$ cat src/rtl/core/bsff_pkg.sv
// Shared types, constants and face tables for the box support feature finder.
package bsff_pkg;

    localparam int NUM_CORNERS = 8;
    localparam int IDX_W       = 3;
    localparam int PROJ_W      = 36;
    localparam int ACC_W       = 52;
    localparam int PROD_W      = 50;
    localparam int TOL_W       = 16;

    localparam logic [PROJ_W-1:0] PROJ_MAX_C = {1'b0, {(PROJ_W-1){1'b1}}};
    localparam logic [PROJ_W-1:0] PROJ_MIN_C = {1'b1, {(PROJ_W-1){1'b0}}};
    localparam logic [TOL_W-1:0]  TOL_RESET  = 16'd328;

    // Register index of the tolerance register
    localparam logic REG_TOLERANCE = 1'b0;

    // Feature kind codes
    localparam logic [1:0] KIND_VERTEX = 2'd0;
    localparam logic [1:0] KIND_EDGE   = 2'd1;
    localparam logic [1:0] KIND_FACE   = 2'd2;
    localparam logic [1:0] KIND_OTHER  = 2'd3;

    // Sequencer states
    typedef enum logic [2:0] {
        ST_IDLE,
        ST_MUL,
        ST_SUM,
        ST_TRK,
        ST_PREP,
        ST_EMIT
    } t_state;

    // Control of the shared multiply-accumulate unit
    typedef struct packed {
        logic       load;
        logic       mul_en;
        logic       acc_en;
        logic [1:0] sel;
    } t_mac_ctrl;

    typedef struct packed {
        logic       hit;
        logic [2:0] face;
    } t_face_match;

    typedef logic [IDX_W-1:0] t_face_row [4];

    // Fixed corner order of each of the six box faces
    localparam t_face_row FACE_ORDER [6] = '{
        '{3'd0, 3'd2, 3'd3, 3'd1},
        '{3'd4, 3'd5, 3'd7, 3'd6},
        '{3'd0, 3'd4, 3'd6, 3'd2},
        '{3'd1, 3'd3, 3'd7, 3'd5},
        '{3'd0, 3'd1, 3'd5, 3'd4},
        '{3'd2, 3'd6, 3'd7, 3'd3}
    };

    // Find the face whose full set, a triple of it or one diagonal equals the mask
    function automatic t_face_match match_face(input logic [NUM_CORNERS-1:0] mask);
        t_face_match              res;
        logic [NUM_CORNERS-1:0]   full;
        logic                     hit;
        res = '0;
        for (int f = 0; f < 6; f++) begin
            full = '0;
            for (int k = 0; k < 4; k++) begin
                full = full | (NUM_CORNERS'(1) << FACE_ORDER[f][k]);
            end
            hit = (mask == full);
            for (int k = 0; k < 4; k++) begin
                if (mask == (full & ~(NUM_CORNERS'(1) << FACE_ORDER[f][k]))) begin
                    hit = 1'b1;
                end
            end
            if (mask == ((NUM_CORNERS'(1) << FACE_ORDER[f][0]) |
                         (NUM_CORNERS'(1) << FACE_ORDER[f][2]))) begin
                hit = 1'b1;
            end
            if (mask == ((NUM_CORNERS'(1) << FACE_ORDER[f][1]) |
                         (NUM_CORNERS'(1) << FACE_ORDER[f][3]))) begin
                hit = 1'b1;
            end
            if (hit) begin
                res.hit  = 1'b1;
                res.face = 3'(f);
            end
        end
        return res;
    endfunction

    // Count the members of a corner mask
    function automatic logic [IDX_W:0] count_members(input logic [NUM_CORNERS-1:0] mask);
        logic [IDX_W:0] cnt;
        cnt = '0;
        for (int i = 0; i < NUM_CORNERS; i++) begin
            cnt = cnt + {{IDX_W{1'b0}}, mask[i]};
        end
        return cnt;
    endfunction

    // Index of the lowest member of a corner mask
    function automatic logic [IDX_W-1:0] lowest_member(input logic [NUM_CORNERS-1:0] mask);
        logic [IDX_W-1:0] idx;
        idx = '0;
        for (int i = NUM_CORNERS - 1; i >= 0; i--) begin
            if (mask[i]) begin
                idx = IDX_W'(i);
            end
        end
        return idx;
    endfunction

endpackage

$ cat src/rtl/core/bsff_mac.sv
// Shared multiply-accumulate unit that forms one corner projection over three products.
module bsff_mac
    import bsff_pkg::*;
(
    input  logic                     i_clk,
    input  t_mac_ctrl                i_ctrl,
    input  logic signed [31:0]       i_vertex_x,
    input  logic signed [31:0]       i_vertex_y,
    input  logic signed [31:0]       i_vertex_z,
    input  logic signed [17:0]       i_axis_x,
    input  logic signed [17:0]       i_axis_y,
    input  logic signed [17:0]       i_axis_z,
    output logic signed [PROJ_W-1:0] o_proj
);

    logic signed [31:0]       r_vx, r_vy, r_vz;
    logic signed [17:0]       r_ax, r_ay, r_az;
    logic signed [PROD_W-1:0] r_prod;
    logic signed [ACC_W-1:0]  r_acc;
    logic signed [31:0]       w_v;
    logic signed [17:0]       w_a;
    logic signed [PROD_W-1:0] w_prod;

    // Pick the component pair for this step
    always_comb begin
        case (i_ctrl.sel)
            2'd0:    begin w_v = r_vx; w_a = r_ax; end
            2'd1:    begin w_v = r_vy; w_a = r_ay; end
            default: begin w_v = r_vz; w_a = r_az; end
        endcase
    end

    assign w_prod = w_v * w_a;

    // Latch operands, multiply, accumulate
    always_ff @(posedge i_clk) begin
        if (i_ctrl.load) begin
            r_vx  <= i_vertex_x;
            r_vy  <= i_vertex_y;
            r_vz  <= i_vertex_z;
            r_ax  <= i_axis_x;
            r_ay  <= i_axis_y;
            r_az  <= i_axis_z;
            r_acc <= '0;
        end else if (i_ctrl.acc_en) begin
            r_acc <= r_acc + {{(ACC_W-PROD_W){r_prod[PROD_W-1]}}, r_prod};
        end
        if (i_ctrl.mul_en) begin
            r_prod <= w_prod;
        end
    end

    // Floor shift by 16: drop the low fraction bits
    assign o_proj = r_acc[ACC_W-1:16];

endmodule

$ cat src/rtl/core/box_support_feature_finder.sv
// Top level of the box support feature finder: sequencer, corner stores and result port.
//
// Usage: write the tolerance over the APB port (address 0) while the block is idle.
// Present one box corner with its projection axis by raising start while busy is
// low; the item is taken at that clock edge and busy rises for the work on it.
// Each corner must finish three products through the one shared 32x18 multiplier, one
// closing accumulate, and one compare step for each side through the shared
// tolerance/extreme comparator before the next can be started.
// After the eighth corner the block stays busy while it emits the results: one
// preparation step per side, then one result per cycle, min side first, max side
// second; each result appears in the cycle after its corner is read from the store.
// A full set of 8 corners gives N results, N being 2 to 16.
// o_valid marks each result for exactly one cycle; the receiver cannot stall.
// Reset (synchronous, active low) clears the corner count, extremes and member
// sets, and restores the tolerance to its default; the corner stores are not cleared.
module box_support_feature_finder
    import bsff_pkg::*;
(
    input  logic                     i_clk,
    input  logic                     i_rst_n,
    input  logic                     start,
    output logic                     busy,
    input  logic signed [31:0]       i_vertex_x,
    input  logic signed [31:0]       i_vertex_y,
    input  logic signed [31:0]       i_vertex_z,
    input  logic signed [17:0]       i_axis_x,
    input  logic signed [17:0]       i_axis_y,
    input  logic signed [17:0]       i_axis_z,
    output logic                     o_valid,
    output logic                     o_side,
    output logic signed [PROJ_W-1:0] o_projection,
    output logic [1:0]               o_feature_kind,
    output logic [2:0]               o_corner_index,
    output logic signed [31:0]       o_corner_x,
    output logic signed [31:0]       o_corner_y,
    output logic signed [31:0]       o_corner_z,
    output logic                     o_side_last,
    output logic                     o_set_last,
    input  logic                     psel,
    input  logic                     penable,
    input  logic                     pwrite,
    input  logic [2:0]               paddr,
    input  logic [31:0]              pwdata,
    output logic [31:0]              prdata,
    output logic                     pready
);

    t_state                 r_state, n_state;
    logic [1:0]             r_step, n_step;
    logic                   r_side, n_side;
    logic [IDX_W-1:0]       r_idx, n_idx;
    logic [PROJ_W-1:0]      r_lo, n_lo;
    logic [PROJ_W-1:0]      r_hi, n_hi;
    logic [NUM_CORNERS-1:0] r_lom, n_lom;
    logic [NUM_CORNERS-1:0] r_him, n_him;
    logic [NUM_CORNERS-1:0] r_rem, n_rem;
    logic [1:0]             r_k, n_k;
    logic [IDX_W:0]         r_cnt, n_cnt;
    logic                   r_fhit, n_fhit;
    logic [2:0]             r_face, n_face;
    logic [TOL_W-1:0]       r_tol;
    logic                   r_valid;

    logic [31:0] x_mem [NUM_CORNERS];
    logic [31:0] y_mem [NUM_CORNERS];
    logic [31:0] z_mem [NUM_CORNERS];

    t_mac_ctrl              w_mac;
    logic signed [PROJ_W-1:0] w_proj;
    logic                   w_accept;
    logic                   w_cfg_wr;
    logic [PROJ_W-1:0]      w_ext;
    logic [PROJ_W:0]        w_diff;
    logic [PROJ_W:0]        w_mag;
    logic                   w_join;
    logic                   w_beyond;
    logic [NUM_CORNERS-1:0] w_bit;
    logic [NUM_CORNERS-1:0] w_mask;
    t_face_match            w_fm;
    logic [IDX_W-1:0]       w_corner;
    logic                   w_last;
    logic                   w_emit;
    logic [1:0]             w_kind;

    assign busy     = (r_state != ST_IDLE);
    assign w_accept = start && !busy;
    assign w_cfg_wr = psel && penable && pwrite && pready;
    assign pready   = 1'b1;

    // Shared projection datapath
    bsff_mac u_mac (
        .i_clk      (i_clk),
        .i_ctrl     (w_mac),
        .i_vertex_x (i_vertex_x),
        .i_vertex_y (i_vertex_y),
        .i_vertex_z (i_vertex_z),
        .i_axis_x   (i_axis_x),
        .i_axis_y   (i_axis_y),
        .i_axis_z   (i_axis_z),
        .o_proj     (w_proj)
    );

    // Shared comparator: distance and direction against the side's extreme
    assign w_ext    = r_side ? r_hi : r_lo;
    assign w_diff   = {w_ext[PROJ_W-1], w_ext} - {w_proj[PROJ_W-1], w_proj};
    assign w_mag    = w_diff[PROJ_W] ? (~w_diff + 1'b1) : w_diff;
    assign w_join   = w_mag < {{(PROJ_W+1-TOL_W){1'b0}}, r_tol};
    assign w_beyond = r_side ? w_diff[PROJ_W] : (!w_diff[PROJ_W] && (w_diff != '0));
    assign w_bit    = NUM_CORNERS'(1) << r_idx;

    // Face lookup for the side being prepared
    assign w_mask = r_side ? r_him : r_lom;
    assign w_fm   = match_face(w_mask);

    // Corner picked for this result cycle; last is the fourth face corner or the only member left
    assign w_corner = r_fhit ? FACE_ORDER[r_face][r_k] : lowest_member(r_rem);
    assign w_last   = r_fhit ? (r_k == 2'd3) : ((r_rem & (r_rem - 1'b1)) == '0);
    assign w_emit   = (r_state == ST_EMIT);

    always_comb begin
        case (r_cnt)
            4'd1:    w_kind = KIND_VERTEX;
            4'd2:    w_kind = KIND_EDGE;
            4'd4:    w_kind = KIND_FACE;
            default: w_kind = KIND_OTHER;
        endcase
    end

    // Sequencer: next state and unit control
    always_comb begin
        n_state = r_state;
        n_step  = r_step;
        n_side  = r_side;
        n_idx   = r_idx;
        n_lo    = r_lo;
        n_hi    = r_hi;
        n_lom   = r_lom;
        n_him   = r_him;
        n_rem   = r_rem;
        n_k     = r_k;
        n_cnt   = r_cnt;
        n_fhit  = r_fhit;
        n_face  = r_face;
        w_mac   = '0;
        w_mac.sel = r_step;
        unique case (r_state)
            ST_IDLE: begin
                if (w_accept) begin
                    w_mac.load = 1'b1;
                    n_step     = 2'd0;
                    n_state    = ST_MUL;
                end
            end
            ST_MUL: begin
                w_mac.mul_en = 1'b1;
                w_mac.acc_en = (r_step != 2'd0);
                n_step       = r_step + 2'd1;
                if (r_step == 2'd2) begin
                    n_state = ST_SUM;
                end
            end
            ST_SUM: begin
                w_mac.acc_en = 1'b1;
                n_side       = 1'b0;
                n_state      = ST_TRK;
            end
            ST_TRK: begin
                // Join within tolerance, else restart the set when strictly beyond
                if (r_side) begin
                    if (w_join) begin
                        n_him = r_him | w_bit;
                    end else if (w_beyond) begin
                        n_him = w_bit;
                        n_hi  = w_proj;
                    end
                end else begin
                    if (w_join) begin
                        n_lom = r_lom | w_bit;
                    end else if (w_beyond) begin
                        n_lom = w_bit;
                        n_lo  = w_proj;
                    end
                end
                if (!r_side) begin
                    n_side = 1'b1;
                end else if (r_idx == IDX_W'(NUM_CORNERS - 1)) begin
                    n_side  = 1'b0;
                    n_state = ST_PREP;
                end else begin
                    n_idx   = r_idx + 1'b1;
                    n_state = ST_IDLE;
                end
            end
            ST_PREP: begin
                n_fhit  = w_fm.hit;
                n_face  = w_fm.face;
                n_cnt   = w_fm.hit ? 4'd4 : count_members(w_mask);
                n_rem   = w_mask;
                n_k     = 2'd0;
                n_state = ST_EMIT;
            end
            ST_EMIT: begin
                n_rem = r_rem & ~(NUM_CORNERS'(1) << w_corner);
                n_k   = r_k + 2'd1;
                if (w_last) begin
                    if (!r_side) begin
                        n_side  = 1'b1;
                        n_state = ST_PREP;
                    end else begin
                        // Drop the set and start over
                        n_side  = 1'b0;
                        n_idx   = '0;
                        n_lo    = PROJ_MAX_C;
                        n_hi    = PROJ_MIN_C;
                        n_lom   = '0;
                        n_him   = '0;
                        n_state = ST_IDLE;
                    end
                end
            end
            default: n_state = ST_IDLE;
        endcase
    end

    // Hold control state
    always_ff @(posedge i_clk) begin
        if (!i_rst_n) begin
            r_state <= ST_IDLE;
            r_step  <= '0;
            r_side  <= 1'b0;
            r_idx   <= '0;
            r_lo    <= PROJ_MAX_C;
            r_hi    <= PROJ_MIN_C;
            r_lom   <= '0;
            r_him   <= '0;
            r_rem   <= '0;
            r_k     <= '0;
            r_cnt   <= '0;
            r_fhit  <= 1'b0;
            r_face  <= '0;
            r_valid <= 1'b0;
        end else begin
            r_state <= n_state;
            r_step  <= n_step;
            r_side  <= n_side;
            r_idx   <= n_idx;
            r_lo    <= n_lo;
            r_hi    <= n_hi;
            r_lom   <= n_lom;
            r_him   <= n_him;
            r_rem   <= n_rem;
            r_k     <= n_k;
            r_cnt   <= n_cnt;
            r_fhit  <= n_fhit;
            r_face  <= n_face;
            r_valid <= w_emit;
        end
    end

    // Tolerance register
    always_ff @(posedge i_clk) begin
        if (!i_rst_n) begin
            r_tol <= TOL_RESET;
        end else if (w_cfg_wr && (paddr[2] == REG_TOLERANCE)) begin
            r_tol <= pwdata[TOL_W-1:0];
        end
    end

    assign prdata = (paddr[2] == REG_TOLERANCE) ? {{(32-TOL_W){1'b0}}, r_tol} : 32'd0;

    // Corner stores: write on accept, registered read into the result port
    always_ff @(posedge i_clk) begin
        if (w_accept) begin
            x_mem[r_idx] <= i_vertex_x;
            y_mem[r_idx] <= i_vertex_y;
            z_mem[r_idx] <= i_vertex_z;
        end
        if (w_emit) begin
            o_corner_x <= x_mem[w_corner];
            o_corner_y <= y_mem[w_corner];
            o_corner_z <= z_mem[w_corner];
        end
    end

    // Result payload registers
    always_ff @(posedge i_clk) begin
        if (w_emit) begin
            o_side         <= r_side;
            o_projection   <= w_ext;
            o_feature_kind <= w_kind;
            o_corner_index <= w_corner;
            o_side_last    <= w_last;
            o_set_last     <= w_last && r_side;
        end
    end

    assign o_valid = r_valid;

    // A result only follows an output cycle of the sequencer
    a_valid_from_emit: assert property (@(posedge i_clk) disable iff (!i_rst_n)
        o_valid |-> $past(r_state == ST_EMIT))
        else $error("result strobe without an output cycle");

    // End of set is also the end of the max side
    a_set_last: assert property (@(posedge i_clk) disable iff (!i_rst_n)
        (o_valid && o_set_last) |-> (o_side && o_side_last))
        else $error("set end outside the max side's last result");

    // An accepted item makes the block busy
    a_busy_after_accept: assert property (@(posedge i_clk) disable iff (!i_rst_n)
        w_accept |=> busy)
        else $error("block not busy after accepting an item");

    // Each side has at least one member when its results are prepared
    a_nonempty_set: assert property (@(posedge i_clk) disable iff (!i_rst_n)
        (r_state == ST_PREP) |-> (w_mask != '0))
        else $error("empty member set at output");

    // The last result of the set returns the block to idle
    a_idle_after_set: assert property (@(posedge i_clk) disable iff (!i_rst_n)
        (w_emit && w_last && r_side) |=> !busy)
        else $error("block still busy after the set ended");

endmodule

$ cat config.mk
export PLATFORM = sky130hd
export DESIGN_NAME = box_support_feature_finder
export DESIGN_NICKNAME = d
export VERILOG_FILES = /design/src/rtl/core/bsff_pkg.sv /design/src/rtl/core/bsff_mac.sv /design/src/rtl/core/box_support_feature_finder.sv
export SDC_FILE = /design/constraint.sdc
export NUM_CORES = 2
export LEC_CHECK = 0
export BUFFER_PORTS_ARGS = -buffer_cell sky130_fd_sc_hd__buf_2
export CAP_MARGIN = 20
export CORE_MARGIN = 2
export CORE_UTILIZATION = 46
export DETAILED_ROUTE_END_ITERATION = 6
export HOLD_SLACK_MARGIN = 0.05
export PLACE_DENSITY = 0.71
export SKIP_CTS_REPAIR_TIMING = 1
export SLEW_MARGIN = 20
export SYNTH_ARGS = -nofsm -noshare
export SYNTH_HDL_FRONTEND = slang
export SYNTH_SLANG_ARGS = --single-unit
export TNS_END_PERCENT = 100
$ cat constraint.sdc
create_clock -name i_clk -period 36.3 [get_ports i_clk]
set_input_delay 7.26 -clock i_clk [delete_from_list [all_inputs] [get_ports i_clk]]
set_output_delay 7.26 -clock i_clk [all_outputs]
set_load 0.02 [all_outputs]
== After elaboration in Yosys (flattened, before gate mapping) ==
Memory sizes are Yosys's and may differ from the RTL's. A register that Yosys moved wholly into a read port is not among the register bits.
Cells that the tools add are included.
Widths: inputs -> output; s select.
Storage, ports and cells
  register bits after elaboration: 428
  RAM bits: 768
  ROM bits: 96
  logic and storage cells: 263
  memories: 4
Cells by class
  $add $sub $neg: 14
  multiply operators: 1
  $lt $le $gt $ge: 3
  eq/ne operators: 64
  shift-type cells: 2
  mux-type cells: 111
  bitwise logic cells: 9
  reductions and logical operators: 26
Memories
  x_mem: depth 8, width 32, read ports 1, clocked after Yosys merged registers in 1, wr ports 1, RTL line box_support_feature_finder.sv:64  | logic [31:0] x_mem [NUM_CORNERS];
  y_mem: depth 8, width 32, read ports 1, clocked after Yosys merged registers in 1, wr ports 1, RTL line box_support_feature_finder.sv:65  | logic [31:0] y_mem [NUM_CORNERS];
  z_mem: depth 8, width 32, read ports 1, clocked after Yosys merged registers in 1, wr ports 1, RTL line box_support_feature_finder.sv:66  | logic [31:0] z_mem [NUM_CORNERS];
  (no name shown): depth 8, width 12, read ports 1, clocked after Yosys merged registers in 0, wr ports 0, RTL line box_support_feature_finder.sv:116  | assign w_corner = r_fhit ? FACE_ORDER[r_face][r_k] : lowest_member(r_rem);
Operators by type and width (count)
  $mux 36: 9
  $pmux 36 s2: 2
  $eq 8x8->1 const B: 15
  $eq 8x7->1 const B: 9
  $mux 8: 8
  $pmux 32 s2: 1
  $mux 3: 21
  $eq 8x6->1 const B: 7
  $add 52x52->52: 1
  $mul 32x18->50: 1
  $pmux 8 s2: 3
  $mux 1: 46
  $eq 8x4->1 const B: 5
  $add 37x1->37 const B: 1
  $lt 37x16->1: 1
  $mux 37: 1
  $not 37->37: 1
  $reduce_bool 37->1: 1
  $sub 36x36->37: 1
  $pmux 18 s2: 1
  $eq 8x5->1 const B: 4
  $mux 4: 7
  $mux 12: 2
  $ne 2x2->1 const B: 9
  46 further kinds: 73

== Longest topological paths before layout ==
  depth in word-level cells: 15
  depth in mapped cells: 36
  gate-level depth less buffers: 33

== Modules after synthesis ==
Synthesis repeated with hierarchy kept, for this count alone.
Unflattened totals
  cells, all modules: 7154
  area, all modules: 76091.7 um2
Modules (own cells, without submodules)
  box_support_feature_finder: instances 1, cells an instance 3905, area each 44614.0 um2
  bsff_mac: instances 1, cells an instance 3249, area each 31477.7 um2

== Worst setup path before layout ==
No wires, ideal clock.
  path kind: input port to flip-flop
  from: input start
  to: memory x_mem[0][0], enable pin
  setup time: 787 ps
  arrival time: 16508 ps
  required time: 35513 ps
  path slack: 19005 ps
  stages on the path: 2
  cell sequence: nand2_1 > nor4_1
Between the ends
  word-level cells in the longest chain between the ends: 3
RTL lines
  start: declaration: RTL line box_support_feature_finder.sv:21  | input logic start,
  $logic_and 1x1->1: RTL line box_support_feature_finder.sv:86  | assign w_accept = start && !busy;
  $mux 1: RTL line box_support_feature_finder.sv:273  | if (w_accept) begin
  $mux 1 (not written as such): RTL line box_support_feature_finder.sv:274  | x_mem[r_idx] <= i_vertex_x;
  end: declaration: RTL line box_support_feature_finder.sv:64
No other way between the ends.

== Worst setup path after layout ==
  from: input paddr[2]
  to: output prdata[0]
Between the ends
  word-level cells in the longest chain between the ends: 1
RTL lines
  start: declaration: RTL line box_support_feature_finder.sv:42  | input logic [2:0] paddr,
  $mux 16: RTL line box_support_feature_finder.sv:269  | assign prdata = (paddr[2] == REG_TOLERANCE) ? {{(32-TOL_W){1'b0}}, r_tol} : 32'd0;
  end: declaration: RTL line box_support_feature_finder.sv:44  | output logic [31:0] prdata,
No other way between the ends.

==> qor.csv <==
stage;metric;value;unit
setup_path;cp_common_cell;buf_2;
cells_and_area;fin_area;82800;um^2
timing;hold_viol_final;0;
placement;place_area;78300;um^2
hold_path;min_delay_worst_endpoint;u_mac.r_acc[10];
synth;avgSynthCellArea;12.4;um^2
synth;synth-edff-count;1108;
global_routing;grt_max_degree;102;
route;vias;47848;
route;ant_nets;0;
floorplan;start_util;0.463;
clocking;cts_buffers;132;
timing;tns;0;ns
synth;async_reset_ff_frac;0;
setup_path;r2r-end;u_mac.r_prod[46];
clocking;cts.reportedPaths.clkPinSlew;0.06;ns
route;drtIter0Drc;4118;
cells_and_area;drive_gt1_frac;0.145;
floorplan;num_io_pins;366;
clocking;clockBufferDepth;3;
synth;ys_seq_elements;1292;
synth;yosys.cell_types.count;100;
cells_and_area;fin_util;0.516;
setup_path;path_max_fanout;18;
placement;portBuffers;330;
synth;syn_inst;6008;
route;drc;0;
timing;fin_skew;0.0692;ns
timing;maxSlewViolCount;0;
synth;yosys_warnings;0;
timing;fin_crit_sh;0.414;
hold_path;worstHoldPathCells;2;
route;firstDrtPassIters;7;
timing;rsz0062_at_grt;no;
global_routing;first_global_vias;48652;
floorplan;core_area;161000;um^2
setup_path;r2r_cells;30;
setup_path;r2r_start;r_step[0];
cells_and_area;syn_to_final_growth;11.3;%
synth;syn_area;74400;um^2
clocking;clock-sinks;1292;
setup_path;criticalPathCategory;primary input to primary output;
global_routing;grt_overflow_total;0;
timing;fmax;66.5;MHz
timing;relSlewSlack;0.165;
job;cap_viol_max_count;0;
floorplan;die_y;406;um
synth;synth_flop_cell;edfxtp_1;
route;routed_wl;191000;um
hold_path;hp-class;register to register;
placement;globalplace.congestion;0.966;
setup_path;cpMaxStageDelayCell;buf_2;
setup_path;r2r_slack;26.00;ns
floorplan;die_area;165000;um^2
setup_path;endpoint_kind;primary output;
setup_path;worstPathCellList;buf_2 -> nor2b_1 -> buf_2;
clocking;insertion_delay;0.81;ns
timing;setup_violations;0;
clocking;cts_root_buf;clkbuf_16;
global_routing;track_usage;0.233;
floorplan;die_x;406;um
timing;period_minus_slack;15.04;ns
timing;worst_slew_pin_slew;1.25;ns
cells_and_area;finalNetCount;7264;
outcome;status;complete, no violations;
floorplan;num_rows;147;
setup_path;cp_num_buf_inv;2;
synth;yosysSeqAreaShare;0.497;
setup_path;start_kind;primary input;
setup_path;cpPeakStageDelay;0.27;ns
setup_path;critPathTopFamily;buffers and inverters;
hold_path;worstHoldStart;u_mac.r_acc[10];
global_routing;antenna_found_initial;46;
route;drt-vias-per-instance;5.60;
placement;dp_hpwl;132000;um
setup_path;cp.required;29.04;ns
clocking;cts.htree.levels;4;
route;drt-wirelength-per-cell;22.4;um
setup_path;critPathArrivalTime;7.78;ns
global_routing;grt_pass1_wl;290000;um
clocking;cts_tree;yes;
[layout by cell type (no fill, tap or decap), types with 110 or more instances in the layout]
cell type | netlist | routed
a21oi_1 | 230 | 224
fa_1 | 559 | 559
nor2_1 | 428 | 424
a21o_1 | 111 | 110
buf_2 | 22 | 329
edfxtp_1 | 1108 | 1108
nand2_1 | 845 | 845
mux4_2 | 192 | 192
inv_1 | 726 | 725
clkbuf_16 | 0 | 135
dfxtp_1 | 184 | 183
ha_1 | 247 | 245
[state kept, by name (all words and copies together) (netlist names), 36 cells and up]
name,flops
o_projection,36
x_mem,256
r_hi,36
u_mac.r_prod,50
y_mem,256
z_mem,256
u_mac.r_acc,52
r_lo,36
[metrics by stage]
step / hold WS, ns / setup slack (ns) / cells
floorplan: 0.406 / 19.01 / 6023
global placement: 0.441 / 21.27 / 8292
detailed placement: 0.450 / 21.26 / 8292
CTS: 0.458 / 21.26 / 8530
global route: 0.478 / 21.22 / 8537
finish: 0.457 / 21.26 / 8541
[layout make-up]
| type | count | area, um^2 |
|---|---|---|
| timing repair buffer | 402 | 2240 |
| antenna | 10 | 25.0 |
| inverter | 730 | 2770 |
| fill | 13380 | 77700 |
| clock buffer | 165 | 3540 |
| sequential | 1292 | 37000 |
| multi-input combinational | 3709 | 33600 |
| tap | 2160 | 2700 |
| clock inverter | 73 | 957 |
[synthesized netlist by cell type (all sizes together), types with 8 or more instances]
master / number / area, um^2
edfxtp: 1108 / 33300
nand2: 845 / 3170
inv: 728 / 2730
fa: 559 / 11200
nor2: 429 / 1610
ha: 247 / 3090
a21oi: 233 / 1180
clkbuf: 217 / 815
mux4: 192 / 4320
dfxtp: 184 / 3680
o21ai: 146 / 749
a21o: 111 / 833
xnor2: 92 / 806
nor3: 80 / 410
buf: 75 / 437
a211oi: 67 / 663
o21a: 61 / 459
and3: 54 / 338
a22o: 50 / 438
xor2: 44 / 408
nand3: 43 / 225
mux2: 36 / 405
nor2b: 34 / 213
and2: 29 / 184
o211ai: 27 / 208
or3: 26 / 173
nand2b: 23 / 144
a21boi: 22 / 165
a31oi: 22 / 153
nand4: 18 / 113
mux2i: 16 / 160
o31ai: 15 / 118
o21bai: 13 / 97.6
nor4: 10 / 62.6
o22ai: 10 / 68.8
or2: 10 / 62.6
a32oi: 9 / 78.8
and4: 8 / 70.1
o32ai: 8 / 70.1
[worst register-to-register path: cells and delay by family (launching register included)]
kind	cells	cell delay, ns
AO/OA/AOI/OAI	12	4.02
XOR/XNOR	1	0.31
adder cells (fa/ha/maj)	8	3.73
buffers and inverters	5	0.99
flip-flops	1	0.37
AND/OR/NAND/NOR	4	0.71
[worst max-delay path by stage]
stage	start	to	slack [ns]	depth (start not counted)
after floorplan	start	x_mem[0][0]	19.01	2
after global routing	paddr[2]	prdata[0]	21.22	3
after CTS	paddr[2]	prdata[12]	21.26	3
after detailed placement	paddr[2]	prdata[0]	21.26	3
after global placement	paddr[2]	prdata[0]	21.27	3
final	paddr[2]	prdata[0]	21.26	3
[logic make-up (layout without fill, tap and decap cells)]
kind of cell,count (synthesis),count (layout),synth area share
AND/OR/NAND/NOR,1627,1627,0.0932
flip-flops,1292,1292,0.497
buffers and inverters,1022,1370,0.0537
AO/OA/AOI/OAI,878,878,0.0820
adder cells (fa/ha/maj),807,807,0.192
multiplexers,244,244,0.0657
XOR/XNOR,136,136,0.0163
other,2,27,0.000101
[metal layers]
layer	track usage	up-vias	share of wire
met3	0.0578	442	0.090
met1	0.301	23969	0.40
li1	-	21269	-
met4	0.105	58	0.046
met2	0.373	2110	0.47
met5	0	-	0.0019
Power is left out: the tool's default activity adds up to more than one toggle a clock period on the data nets, which glitch-free logic cannot reach.
